--- src/jtss_pkg.sv ---
package jtss_pkg;

   localparam logic [1:0] KIND_RESET = 2'd0;
   localparam logic [1:0] KIND_IR    = 2'd1;
   localparam logic [1:0] KIND_DR    = 2'd2;
   localparam logic [1:0] KIND_TICK  = 2'd3;

   localparam logic [1:0] STATUS_OK   = 2'd0;
   localparam logic [1:0] STATUS_LEN  = 2'd1;
   localparam logic [1:0] STATUS_BUSY = 2'd2;

   localparam int LEN_W  = 7;
   localparam int DATA_W = 64;

   // classified item as held in the queue between front and back
   typedef struct packed {
      logic [1:0]        kind;
      logic [LEN_W-1:0]  shift_len;
      logic [DATA_W-1:0] shift_data;
      logic              tdo_bit;
      logic              len_ok;
   } jtss_item_type;

   typedef struct packed {
      logic tck_active;
      logic tms;
      logic tdi;
      logic busy_res;
      logic done_res;
      logic [DATA_W-1:0] captured;
      logic [1:0] status;
   } jtss_result_type;

endpackage

--- src/jtss_front.sv ---
module jtss_front import jtss_pkg::*; #(
   parameter int MAX_IR_BITS = 16,
   parameter int MAX_DR_BITS = 64
) (
   input  logic          clock,
   input  logic          reset,
   input  logic          req_tvalid,
   output logic          req_tready,
   input  logic [1:0]    req_tuser,
   input  logic [71:0]   req_tdata,
   output logic          item_valid,
   output jtss_item_type item,
   input  logic          item_pop
);

   localparam int DEPTH = 2;

   jtss_item_type entry_ff [DEPTH];
   logic          wr_ptr_ff, wr_ptr_in;
   logic          rd_ptr_ff, rd_ptr_in;
   logic [1:0]    count_ff, count_in;
   jtss_item_type classified;
   logic          push;
   logic          pop;
   logic [LEN_W-1:0] max_len;

   always_comb begin
      classified.kind       = req_tuser;
      classified.shift_len  = req_tdata[6:0];
      classified.shift_data = req_tdata[70:7];
      classified.tdo_bit    = req_tdata[71];
      max_len = (req_tuser == KIND_IR) ? LEN_W'(MAX_IR_BITS) : LEN_W'(MAX_DR_BITS);
      classified.len_ok = (classified.shift_len != '0) && (classified.shift_len <= max_len);
   end

   assign req_tready = (count_ff != 2'(DEPTH));
   assign push       = req_tvalid && req_tready;
   assign item_valid = (count_ff != '0);
   assign pop        = item_pop && item_valid;
   assign item       = entry_ff[rd_ptr_ff];

   always_comb begin
      wr_ptr_in = push ? ~wr_ptr_ff : wr_ptr_ff;
      rd_ptr_in = pop ? ~rd_ptr_ff : rd_ptr_ff;
      count_in  = count_ff + 2'(push) - 2'(pop);
   end

   always_ff @(posedge clock) begin
      if (reset) begin
         wr_ptr_ff <= 1'b0;
         rd_ptr_ff <= 1'b0;
         count_ff  <= '0;
      end else begin
         wr_ptr_ff <= wr_ptr_in;
         rd_ptr_ff <= rd_ptr_in;
         count_ff  <= count_in;
      end
   end

   always_ff @(posedge clock) begin
      if (push) begin
         entry_ff[wr_ptr_ff] <= classified;
      end
   end

endmodule

--- src/jtss_back.sv ---
module jtss_back import jtss_pkg::*; (
   input  logic          clock,
   input  logic          reset,
   input  logic          item_valid,
   input  jtss_item_type item,
   output logic          item_pop,
   output logic          rsp_tvalid,
   input  logic          rsp_tready,
   output logic [71:0]   rsp_tdata
);

   localparam logic [1:0] MODE_IDLE  = 2'd0;
   localparam logic [1:0] MODE_RESET = 2'd1;
   localparam logic [1:0] MODE_IR    = 2'd2;
   localparam logic [1:0] MODE_DR    = 2'd3;

   localparam logic [1:0] PH_PRE  = 2'd0;
   localparam logic [1:0] PH_DATA = 2'd1;
   localparam logic [1:0] PH_POST = 2'd2;

   // TMS patterns, bit 0 goes out first
   localparam logic [7:0]       IR_PRE_PAT  = 8'h06;
   localparam logic [7:0]       DR_PRE_PAT  = 8'h01;
   localparam logic [7:0]       POST_PAT    = 8'h01;
   localparam logic [LEN_W-1:0] RESET_LEN   = 7'd5;
   localparam logic [LEN_W-1:0] IR_PRE_LEN  = 7'd5;
   localparam logic [LEN_W-1:0] DR_PRE_LEN  = 7'd3;
   localparam logic [LEN_W-1:0] POST_LEN    = 7'd2;

   logic [1:0]        mode_ff, mode_in;
   logic [1:0]        phase_ff, phase_in;
   logic [LEN_W-1:0]  step_ff, step_in;
   logic [DATA_W-1:0] shift_ff, shift_in;
   logic [DATA_W-1:0] capture_ff, capture_in;
   logic [LEN_W-1:0]  length_ff, length_in;
   logic              rsp_valid_ff, rsp_valid_in;
   jtss_result_type   rsp_ff;
   jtss_result_type   res;
   logic [LEN_W-1:0]  step_next;
   logic              is_ir;

   assign item_pop  = item_valid && (!rsp_valid_ff || rsp_tready);
   assign step_next = step_ff + 7'd1;
   assign is_ir     = (mode_ff == MODE_IR);

   always_comb begin
      mode_in    = mode_ff;
      phase_in   = phase_ff;
      step_in    = step_ff;
      shift_in   = shift_ff;
      capture_in = capture_ff;
      length_in  = length_ff;
      res        = '0;
      if (item.kind != KIND_TICK) begin
         if (mode_ff != MODE_IDLE) begin
            res.status = STATUS_BUSY;
         end else if (item.kind == KIND_RESET) begin
            mode_in  = MODE_RESET;
            phase_in = PH_PRE;
            step_in  = '0;
         end else if (!item.len_ok) begin
            res.status = STATUS_LEN;
         end else begin
            mode_in    = (item.kind == KIND_IR) ? MODE_IR : MODE_DR;
            phase_in   = PH_PRE;
            step_in    = '0;
            shift_in   = item.shift_data;
            capture_in = '0;
            length_in  = item.shift_len;
         end
      end else if (mode_ff != MODE_IDLE) begin
         res.tck_active = 1'b1;
         step_in = step_next;
         if (mode_ff == MODE_RESET) begin
            res.tms = 1'b1;
            if (step_next >= RESET_LEN) begin
               res.done_res = 1'b1;
               mode_in  = MODE_IDLE;
               phase_in = PH_PRE;
               step_in  = '0;
            end
         end else begin
            case (phase_ff)
               PH_PRE: begin
                  res.tms = is_ir ? IR_PRE_PAT[step_ff[2:0]] : DR_PRE_PAT[step_ff[2:0]];
                  if (step_next >= (is_ir ? IR_PRE_LEN : DR_PRE_LEN)) begin
                     phase_in = PH_DATA;
                     step_in  = '0;
                  end
               end
               PH_DATA: begin
                  // shift register walks right, so bit 0 is always the current TDI
                  res.tdi  = shift_ff[0];
                  shift_in = {1'b0, shift_ff[DATA_W-1:1]};
                  if (!is_ir) begin
                     capture_in[step_ff[5:0]] = item.tdo_bit;
                  end
                  if (step_next >= length_ff) begin
                     res.tms  = 1'b1;
                     phase_in = PH_POST;
                     step_in  = '0;
                  end
               end
               PH_POST: begin
                  res.tms = POST_PAT[step_ff[2:0]];
                  if (step_next >= POST_LEN) begin
                     res.done_res = 1'b1;
                     res.captured = is_ir ? '0 : capture_ff;
                     mode_in  = MODE_IDLE;
                     phase_in = PH_PRE;
                     step_in  = '0;
                  end
               end
               default: begin
                  res.tck_active = 1'b1;
               end
            endcase
         end
      end
      res.busy_res = (mode_in != MODE_IDLE);
   end

   assign rsp_valid_in = item_pop || (rsp_valid_ff && !rsp_tready);

   always_ff @(posedge clock) begin
      if (reset) begin
         mode_ff      <= MODE_IDLE;
         phase_ff     <= PH_PRE;
         step_ff      <= '0;
         rsp_valid_ff <= 1'b0;
      end else begin
         rsp_valid_ff <= rsp_valid_in;
         if (item_pop) begin
            mode_ff  <= mode_in;
            phase_ff <= phase_in;
            step_ff  <= step_in;
         end
      end
   end

   always_ff @(posedge clock) begin
      if (item_pop) begin
         shift_ff   <= shift_in;
         capture_ff <= capture_in;
         length_ff  <= length_in;
         rsp_ff     <= res;
      end
   end

   assign rsp_tvalid = rsp_valid_ff;
   assign rsp_tdata  = {1'b0, rsp_ff.status, rsp_ff.captured, rsp_ff.done_res,
                        rsp_ff.busy_res, rsp_ff.tdi, rsp_ff.tms, rsp_ff.tck_active};

`ifndef NO_ASSERTIONS
   a_done_is_cycle: assert property (@(posedge clock) disable iff (reset)
      rsp_valid_ff && rsp_ff.done_res |-> rsp_ff.tck_active && !rsp_ff.busy_res)
      else $error("done reported without a TCK cycle or while still busy");

   a_reject_no_cycle: assert property (@(posedge clock) disable iff (reset)
      rsp_valid_ff && (rsp_ff.status != STATUS_OK) |-> !rsp_ff.tck_active && !rsp_ff.tms)
      else $error("rejected command drove a TCK cycle");

   a_capture_on_done: assert property (@(posedge clock) disable iff (reset)
      rsp_valid_ff && (rsp_ff.captured != '0) |-> rsp_ff.done_res)
      else $error("captured data shown on a result that does not end a DR shift");

   a_busy_reject: assert property (@(posedge clock) disable iff (reset)
      item_pop && (item.kind != KIND_TICK) && (mode_ff != MODE_IDLE)
      |=> rsp_ff.status == STATUS_BUSY && rsp_ff.busy_res)
      else $error("command while busy not rejected");
`endif

endmodule

--- src/jtag_tap_shift_sequencer.sv ---
// JTAG TAP master sequencer. Commands (TAP reset, shift IR, shift DR) arm a
// sequence; each tick transfer then drives one TCK cycle and returns its TMS
// and TDI levels, taking the TDO bit sampled in that cycle. Every request gives
// exactly one response. One item is taken per clock in steady state while
// responses are accepted: a two-entry queue holds classified requests and the
// sequencer retires one per cycle into the response register. A command sent
// while a sequence runs, or a shift command with a zero or oversized length,
// is rejected in the status field and leaves the sequencer unchanged.
module jtag_tap_shift_sequencer import jtss_pkg::*; #(
   parameter int MAX_IR_BITS = 16,
   parameter int MAX_DR_BITS = 64
) (
   input  logic        clock,
   input  logic        reset,
   input  logic        req_tvalid,
   output logic        req_tready,
   input  logic [1:0]  req_tuser,   // kind
   input  logic [71:0] req_tdata,   // shift_len[6:0], shift_data[70:7], tdo_bit[71]
   output logic        rsp_tvalid,
   input  logic        rsp_tready,
   // tck_active[0], tms[1], tdi[2], busy_res[3], done_res[4], captured[68:5],
   // status[70:69], zero[71]
   output logic [71:0] rsp_tdata
);

   logic          item_valid;
   logic          item_pop;
   jtss_item_type item;

   jtss_front #(
      .MAX_IR_BITS (MAX_IR_BITS),
      .MAX_DR_BITS (MAX_DR_BITS)
   ) u_front (
      .clock      (clock),
      .reset      (reset),
      .req_tvalid (req_tvalid),
      .req_tready (req_tready),
      .req_tuser  (req_tuser),
      .req_tdata  (req_tdata),
      .item_valid (item_valid),
      .item       (item),
      .item_pop   (item_pop)
   );

   jtss_back u_back (
      .clock      (clock),
      .reset      (reset),
      .item_valid (item_valid),
      .item       (item),
      .item_pop   (item_pop),
      .rsp_tvalid (rsp_tvalid),
      .rsp_tready (rsp_tready),
      .rsp_tdata  (rsp_tdata)
   );

endmodule
--- config.mk ---
export PLATFORM = sky130hd
export DESIGN_NAME = jtag_tap_shift_sequencer
export DESIGN_NICKNAME = d
export VERILOG_FILES = /design/src/jtss_pkg.sv /design/src/jtss_front.sv /design/src/jtss_back.sv /design/src/jtag_tap_shift_sequencer.sv
export SDC_FILE = /design/constraint.sdc
export NUM_CORES = 1
export LEC_CHECK = 0
export ABC_AREA = 0
export BUFFER_PORTS_ARGS = -buffer_cell sky130_fd_sc_hd__buf_4
export CAP_MARGIN = 20
export CORE_ASPECT_RATIO = 1.5
export CORE_MARGIN = 10
export CORE_UTILIZATION = 51
export CTS_CLUSTER_SIZE = 10
export DETAILED_ROUTE_END_ITERATION = 7
export PLACE_DENSITY_LB_ADDON = 0.05
export REMOVE_ABC_BUFFERS = 1
export SYNTH_ARGS = -nofsm -noshare
export SYNTH_HDL_FRONTEND = slang
export SYNTH_SLANG_ARGS = --single-unit
--- constraint.sdc ---
create_clock -name clock -period 16.3 [get_ports clock]
set_clock_uncertainty 0.1 [all_clocks]
set_input_delay 1.63 -clock clock [delete_from_list [all_inputs] [get_ports clock]]
set_output_delay 1.63 -clock clock [all_outputs]
set_load 0.05 [all_outputs]
==> results.yml <==
run_status:
  outcome: "completed"
power:
  vdd_drop_max_v: 0.00009881
  p_leak_nw: 6.420
  p_per_area_mw_per_mm2: 176.1
detailed_routing:
  wire_per_inst_um: 17.83
  drt_first_pass_iters: 5
  route.detailed.drc: 0
  drt_iter0_markers: 399
  viasPerCell: 5.341
  ant_nets: 0
  wl_um: 29720
  num_vias: 8903
die:
  ios: 152
  num_rows: 78
  fp.dieH_um: 233.5
  die_x_um: 162.3
  dieArea_sq_mm: 0.03791
  core-area_sq_mm: 0.03016
  start_util_pct: 51.40
clock_tree:
  cts_buffers: 43
  cts_tree: "built"
  path_clk_slew_ns: 0.06
  post-cts-setup-buffers: 0
  cts_buffer_depth: 3
  cts_max_level: 2
  cts_root_buffer: "clkbuf_16"
  clk_latency_ns: 0.54
  hold_buffers: 0
  cts.sinks: 375
  ctsResizeCount: 0
global_route:
  grt_pass1_vias: 9255
  grt-ovfl-total: 0
  grt_max_degree: 129
  antenna_found_initial: 0
  grt_pass1_wl_um: 48090
  track_usage_pct: 15.71
timing:
  fmax_mhz: 239.3
  worst_pin_slew_ns: 0.9704
  finalSetupViolations: 0
  fin_crit_sh_pct: 25.64
  finalMaxSlewViolations: 0
  fin_crit_ns: 4.180
  grt_setup_unrepaired: "no"
  slew_headroom_pct: 34.81
  hold_viol: 0
  holdWs_ns: 0.3961
final_layout:
  antenna_cells: 0
  layout.area.seq_sq_mm: 0.01107
  nFillCells: 2426
  fin_area_sq_mm: 0.01830
  nets: 1340
  layout-drive-gt1-share_pct: 19.73
  multiInputGateArea_sq_mm: 0.004111
  area_growth_syn_to_layout_pct: 18.04
place:
  post-dp-hpwl_um: 19080
  placed_area_sq_mm: 0.01701
  gp_congestion: 0.8329
  portBuffers: 150
yosys:
  yosys_warnings: 0
  synth_area_sq_mm: 0.01550
  synth_top_area_share_pct: 68.97
  syn_area_per_cell_sq_um: 14.17
  ys_seq_elements: 375
  synth-edff-count: 356
  synthCells: 1094
  ys_types: 62
  synthFlopType: "edfxtp_1"
  async_reset_ff_share_pct: 0
  ys_top_cells_by_area: "edfxtp_1 (69%), mux2i_1 (4.3%), and2_1 (2.8%), dfxtp_1 (2.5%), o21ai_0 (2.2%)"
  yosysTopAreaCell: "edfxtp_1"
  seq_area_frac_synth_pct: 71.42
min_path:
  hold_class: "reg -> reg"
critical_path:
  start_kind: "flip-flop"
  cp_max_fo: 71
  arrival_ns: 4.51
  rrSetupSlack_ns: 12.12
  crit_path_end_kind: "flip-flop"
  critPathRequiredTime_ns: 16.63
  critPathKind: "reg -> reg"
job:
  drv_cap: 0
[layout make-up]
| cell class | count | area share [%] |
|---|---|---|
| tap | 400 | 2.735 |
| multi-input combinational | 631 | 22.47 |
| clock inverter | 2 | 0.1368 |
| clock buffer | 69 | 6.586 |
| timing repair buffer | 169 | 7.098 |
| inverter | 21 | 0.4445 |
| sequential | 375 | 60.53 |
[critical path, cell delays in order, from the launching register on]
cell and delay [ns]:
dfxtp_4 0.74, mux2_2 0.43, nand2_2 0.07, buf_4 0.59
inv_4 0.13, ha_1 0.31, or3_1 0.45, nor2_1 0.22
nand3_1 0.24, o32a_2 0.43, a21boi_0 0.13, o211a_1 0.21
[power by group]
group | switching (mW) | leakage, nW | internal, mW
clock network | 0.349 | 0.589 | 0.502
registers | 0.0914 | 3.51 | 1.38
logic | 0.626 | 2.32 | 0.276
total | 1.07 | 6.42 | 2.16
[flip-flops by register name, indices dropped and copies added (netlist names), named ones only]
| name | cells |
|---|---|
| u_back.shift_ff | 64 |
| u_back.capture_ff | 64 |
| u_front.rd_ptr_ff | 1 |
| u_back.rsp_tdata | 71 |
| u_back.step_ff | 7 |
| u_back.rsp_tvalid | 1 |
| u_front.entry_ff | 150 |
| u_back.mode_ff | 2 |
| u_back.phase_ff | 2 |
| u_front.count_ff | 2 |
| u_back.length_ff | 7 |
| u_front.wr_ptr_ff | 1 |
[per-layer routing]
layer | vias to the layer above | routed length (um) | GRT usage, %
li1 | 4392 | - | -
met2 | 216 | 15590 | 27.99
met5 | - | 0 | 0
met3 | 53 | 1765 | 4.035
met4 | 0 | 897 | 6.300
met1 | 4242 | 11470 | 17.48
[worst paths after layout]
path                                         from                 to  depth (start not counted)
worst max-delay path                    flip-flop          flip-flop                         11
worst min-delay path            u_back.step_ff[6]  u_back.step_ff[6]                          2
worst max register to register          flip-flop          flip-flop                         11
worst min register to register  u_back.step_ff[6]  u_back.step_ff[6]                          2
[synthesized netlist by cell type, types with 3 or more instances]
| cell | count |
|---|---|
| buf_1 | 4 |
| nor2_1 | 86 |
| a211oi_1 | 32 |
| nor2b_1 | 7 |
| and2_1 | 70 |
| edfxtp_1 | 356 |
| xor2_1 | 4 |
| buf_2 | 4 |
| clkbuf_1 | 54 |
| dfxtp_1 | 19 |
| nor3_1 | 8 |
| ha_1 | 21 |
| o21ai_1 | 3 |
| mux2_2 | 10 |
| xnor2_1 | 5 |
| or2_2 | 7 |
| a311oi_1 | 34 |
| or3_1 | 6 |
| and3_1 | 5 |
| nand3_1 | 9 |
| mux2i_1 | 67 |
| o21ai_0 | 69 |
| a211o_1 | 3 |
| nand2b_1 | 4 |
| a31oi_1 | 5 |
| nand2_1 | 85 |
| a21oi_1 | 49 |
| inv_1 | 20 |
| or4_1 | 3 |
[placed cells by master (no fill, tap or decap), types with 6 or more instances in the layout]
| cell type | Yosys | final |
|---|---|---|
| ha_1 | 21 | 21 |
| a211oi_1 | 32 | 32 |
| o21ai_0 | 69 | 69 |
| nand3_1 | 9 | 9 |
| or3_1 | 6 | 6 |
| nand2_1 | 85 | 84 |
| nor2b_1 | 7 | 7 |
| nor2_1 | 86 | 84 |
| a311oi_1 | 34 | 34 |
| a21oi_1 | 49 | 49 |
| mux2_2 | 10 | 10 |
| mux2i_1 | 67 | 66 |
| edfxtp_1 | 356 | 356 |
| nor3_1 | 8 | 8 |
| clkbuf_1 | 54 | 24 |
| buf_4 | 2 | 166 |
| dfxtp_1 | 19 | 18 |
| clkbuf_16 | 0 | 44 |
| or2_2 | 7 | 7 |
| and2_1 | 70 | 70 |
| inv_1 | 20 | 19 |
[cell families after synthesis]
kind of cell	synth area share (%)
simple gates	9.412
fa+ha+maj	1.695
buf+inv	2.317
other cells	0.02419
flops	71.42
xor+xnor	0.7991
compound gates	9.130
mux	5.199
[through the flow]
step	utilization [%]	setup TNS (ns)	cells	setup WS, ns	total power [mW]
after floorplan	-	-121.51	1027	-1.899	2.152
after global placement	56.42	0	1593	12.20	2.386
after detailed placement	56.42	0	1593	12.09	2.405
after CTS	60.50	0	1664	12.08	3.262
after global routing	60.67	0	1667	11.85	3.390
final	60.67	0	1667	12.12	3.222
No activity file was read; power rests on OpenSTA's default activity.
